===== config.mk =====
export PLATFORM = sky130hd
export DESIGN_NAME = dedc_cnt_ram
export DESIGN_NICKNAME = d
export VERILOG_FILES = /design/src/rtl/dedc_cnt_ram.sv
export SDC_FILE = /design/constraint.sdc
export NUM_CORES = 1
export LEC_CHECK = 0
export BUFFER_PORTS_ARGS = -buffer_cell sky130_fd_sc_hd__buf_2
export CORE_MARGIN = 2
export CORE_UTILIZATION = 32
export CTS_CLUSTER_DIAMETER = 120
export DETAILED_ROUTE_END_ITERATION = 8
export GPL_ROUTABILITY_DRIVEN = 0
export GPL_TIMING_DRIVEN = 1
export SETUP_SLACK_MARGIN = 0.3
export SLEW_MARGIN = 20
export SYNTH_ARGS = -nofsm -noshare
export SYNTH_HDL_FRONTEND = slang
export SYNTH_SLANG_ARGS = --single-unit

===== constraint.sdc =====
create_clock -name aclk -period 5.4 [get_ports aclk]
set_input_delay 0.81 -clock aclk [delete_from_list [all_inputs] [get_ports aclk]]
set_output_delay 0.81 -clock aclk [all_outputs]
set_load 0.005 [all_outputs]

===== src/rtl/dedc_cnt_ram.sv =====
`default_nettype none

// counter memory: one write port, one registered read port, and a
// bypass of the most recent write so a read issued on the same edge
// as a write still sees the new value
module dedc_cnt_ram #(
    parameter int DEPTH = 32,
    parameter int AW    = 5,
    parameter int DW    = 32
) (
    input  wire logic          aclk,
    input  wire logic          aresetn,
    input  wire logic          rd_en,
    input  wire logic [AW-1:0] rd_addr,
    input  wire logic          wr_en,
    input  wire logic [AW-1:0] wr_addr,
    input  wire logic [DW-1:0] wr_data,
    output      logic [DW-1:0] rd_data
);

    logic [DW-1:0] mem [DEPTH];
    logic [DW-1:0] q_reg;
    logic [AW-1:0] rd_addr_reg;
    logic          lw_valid_reg;
    logic [AW-1:0] lw_addr_reg;
    logic [DW-1:0] lw_data_reg;

    always_ff @(posedge aclk) begin
        if (wr_en) begin
            mem[wr_addr] <= wr_data;
        end
        if (rd_en) begin
            q_reg       <= mem[rd_addr];
            rd_addr_reg <= rd_addr;
        end
    end

    always_ff @(posedge aclk) begin
        if (!aresetn) begin
            lw_valid_reg <= 1'b0;
        end else if (wr_en) begin
            lw_valid_reg <= 1'b1;
        end
        if (wr_en) begin
            lw_addr_reg <= wr_addr;
            lw_data_reg <= wr_data;
        end
    end

    assign rd_data = (lw_valid_reg && (lw_addr_reg == rd_addr_reg)) ? lw_data_reg : q_reg;

endmodule

`default_nettype wire


==> results.json <==
{
  "outcome": "complete, no violations",
  "fmax_mhz": 240,
  "layout_min_cycle_time_ns": 4.17,
  "timing.critical_path.buf_inv": 2,
  "crit_chain": "xor2_1, nor4_1, and3_2, buf_4, mux2_1, buf_2",
  "holdPathStages": 2,
  "final_common_cell": "edfxtp_1",
  "hold_viol": 0,
  "grt_antenna_before_repair": 11,
  "die_h_um": 369,
  "cpPeakStageDelay_ns": 0.53,
  "finalCritPeriodShare_pct": 77.3,
  "crit_arrival_ns": 3.36,
  "switching_share_pct": 21.4,
  "area_delta_synth_final_pct": 14.4,
  "finClkSkew_ns": 0.0287,
  "final.fill_count": 12200,
  "initial_core_util_pct": 32.3,
  "ys_types": 31,
  "worstHoldStart": "aresetn",
  "relSlewSlack_pct": 29.8,
  "cts_tree": "built",
  "synth-xor-area-share_pct": 0.103,
  "maxCapViolations": 0,
  "ctsLongestPathBuffers": 3,
  "nNetsFinal": 2521,
  "crit_start": "rd_addr_reg[3]",
  "syn_inst": 2347,
  "synth_top_family_by_area": "multiplexers",
  "tightest_slew_ns": 1.05,
  "crit_path_start_kind": "register",
  "pwr-share-seq_pct": 54.0,
  "overflow": 0,
  "postCtsHoldBufs": 0,
  "ant_nets": 0,
  "synth_edf_count": 1098,
  "yosysTopAreaCellShare_pct": 77.5,
  "setup_tns_ns": 0,
  "detail_route.wirelength_um": 107000,
  "h-tree-depth": 3,
  "rsz0062_at_grt": "false",
  "numCtsBuffers": 106,
  "powerDensity_nw_per_um2": 365,
  "largest_reg_flops": 1024,
  "ctsResizeCount": 0,
  "rows": 133,
  "grtUsageTotal_pct": 15.5,
  "grt_pass1_wl_um": 154000,
  "reg2reg_depth": 4,
  "grt_max_degree": 102,
  "fin_worst_hold_slack_ns": 0.371,
  "p_int_mw": 14.0,
  "setup.worst_path.class": "reg -> out",
  "critical-path-top-delay-family": "simple AND/OR/NAND/NOR gates",
  "async_reset_ff_share_pct": 0,
  "clk-insertion-delay-late_ns": 0.69,
  "die_x_um": 369,
  "leakage_nw": 16.6,
  "io_buffers": 77,
  "crit_path_top_delay_cell": "and3_2",
  "wl_per_cell_um": 24.8,
  "avgSynthCellArea_um2": 18.1,
  "hold_path.class": "in -> reg",
  "ios": 78,
  "cts.root.buffer_cell": "clkbuf_16",
  "r2r_slack_ns": 3.63,
  "via_per_inst": 5.03,
  "cts_sinks": 1099,
  "syn_area_um2": 42600,
  "rr_startpoint": "mem[21][5]",
  "synth-warning-count": 0,
  "synth-compound-area-share_pct": 4.63,
  "yosysSeqAreaShare_pct": 77.5,
  "synth_nets": 2393,
  "cp_max_fo": 21,
  "hpwl_um": 60100,
  "dr_total_vias": 21700,
  "pwr-share-comb_pct": 5.1,
  "first_iter_violations": 1936,
  "synthAdderAreaFrac_pct": 0,
  "synth_area_leader_cell": "edfxtp_1",
  "ys_top_cells_by_area": "edfxtp_1 (77%), mux2i_1 (12%), a22oi_1 (1.7%)",
  "cp.depth": 6,
  "peakVddDrop_mv": 0.259,
  "mostFrequentLayoutCells": "edfxtp_1 (1098), mux2i_1 (512), clkbuf_16 (106)",
  "synth-seq-cells": 1099,
  "synth-simple-area-share_pct": 2.98,
  "ys_dominant_reg_cell": "edfxtp_1",
  "pwr-share-clk_pct": 40.9,
  "cts_setup_buffers": 0,
  "maxSlewViolCount": 0,
  "drive_above_1_share_pct": 13.5,
  "route.detailed.drc": 0,
  "setup_viol": 0,
  "core-area_um2": 132000,
  "muxShareOfSynthArea_pct": 12.9,
  "p_sw_mw": 3.79,
  "dieArea_um2": 136000,
  "cp-end-kind": "output pin",
  "firstDrtPassIters": 5,
  "cp_data_required_time_ns": 4.59,
  "grt_pass1_vias": 21800,
  "clk_pin_slew_worst_paths_ns": 0.06
}
==> final cells by class <==
type / count / area, um2 / share of cell area (%)
clock buffers: 124 / 2720 / 5.59
multi-input cells: 1117 / 9040 / 18.6
diodes: 1 / 2.50 / 0.00514
clock inverters: 72 / 662 / 1.36
repair buffers: 151 / 1060 / 2.18
flip-flops and latches: 1099 / 33000 / 67.8
well taps: 1755 / 2200 / 4.51
==> per-stage QoR <==
stage | worst slack (ns) | total power [mW] | utilization, % | std cells | area, um2
after floorplan | 2.16 | 10.3 | - | 2347 | 42600
after global placement | 1.67 | 10.7 | 34.4 | 4122 | 45300
after detailed placement | 1.71 | 10.7 | 34.4 | 4122 | 45300
after CTS | 1.13 | 17.9 | 36.9 | 4318 | 48700
after global routing | 0.947 | 18.3 | 36.9 | 4318 | 48700
final | 1.23 | 17.7 | 36.9 | 4319 | 48700
==> metal layers <==
| layer | track usage (%) | vias up | part of all wire, % |
|---|---|---|---|
| met5 | 0 | - | 0.081 |
| met4 | 4.64 | 16 | 2.7 |
| met3 | 3.29 | 175 | 6.5 |
| met2 | 25.2 | 670 | 48 |
| met1 | 20.7 | 11200 | 43 |
| li1 | - | 9614 | - |
==> cell families after synthesis <==
logic type | Yosys count
buf+inv | 131
compound gates | 289
mux | 544
simple gates | 279
flops | 1099
xor+xnor | 5
==> final timing paths <==
check / endpoint
max: rd_data[12]
min: lw_valid_reg
max reg2reg: q_reg[5]
min reg2reg: lw_valid_reg
==> synthesized netlist by cell type (5+ instances only) <==
cell,count
a22o_1,64
mux2_1,30
mux2i_1,512
buf_1,5
a31oi_1,32
a22oi_1,96
buf_6,18
nand3b_1,5
buf_4,31
nand3_1,98
edfxtp_1,1098
nand2_1,98
clkbuf_1,38
nor3_1,32
buf_2,37
a21oi_1,96
nor2_1,34
==> power groups by stage <==
| stage | sequential, mW | clock, mW | combinational [mW] |
|---|---|---|---|
| global placement | 9.76 | 0 | 0.914 |
| CTS | 9.59 | 7.39 | 0.921 |
| detailed placement | 9.77 | 0 | 0.919 |
| global route | 9.59 | 7.72 | 0.979 |
| floorplan | 9.75 | 0 | 0.501 |
| finish | 9.58 | 7.25 | 0.908 |
Note: power is estimated with default switching activity, not from simulation.
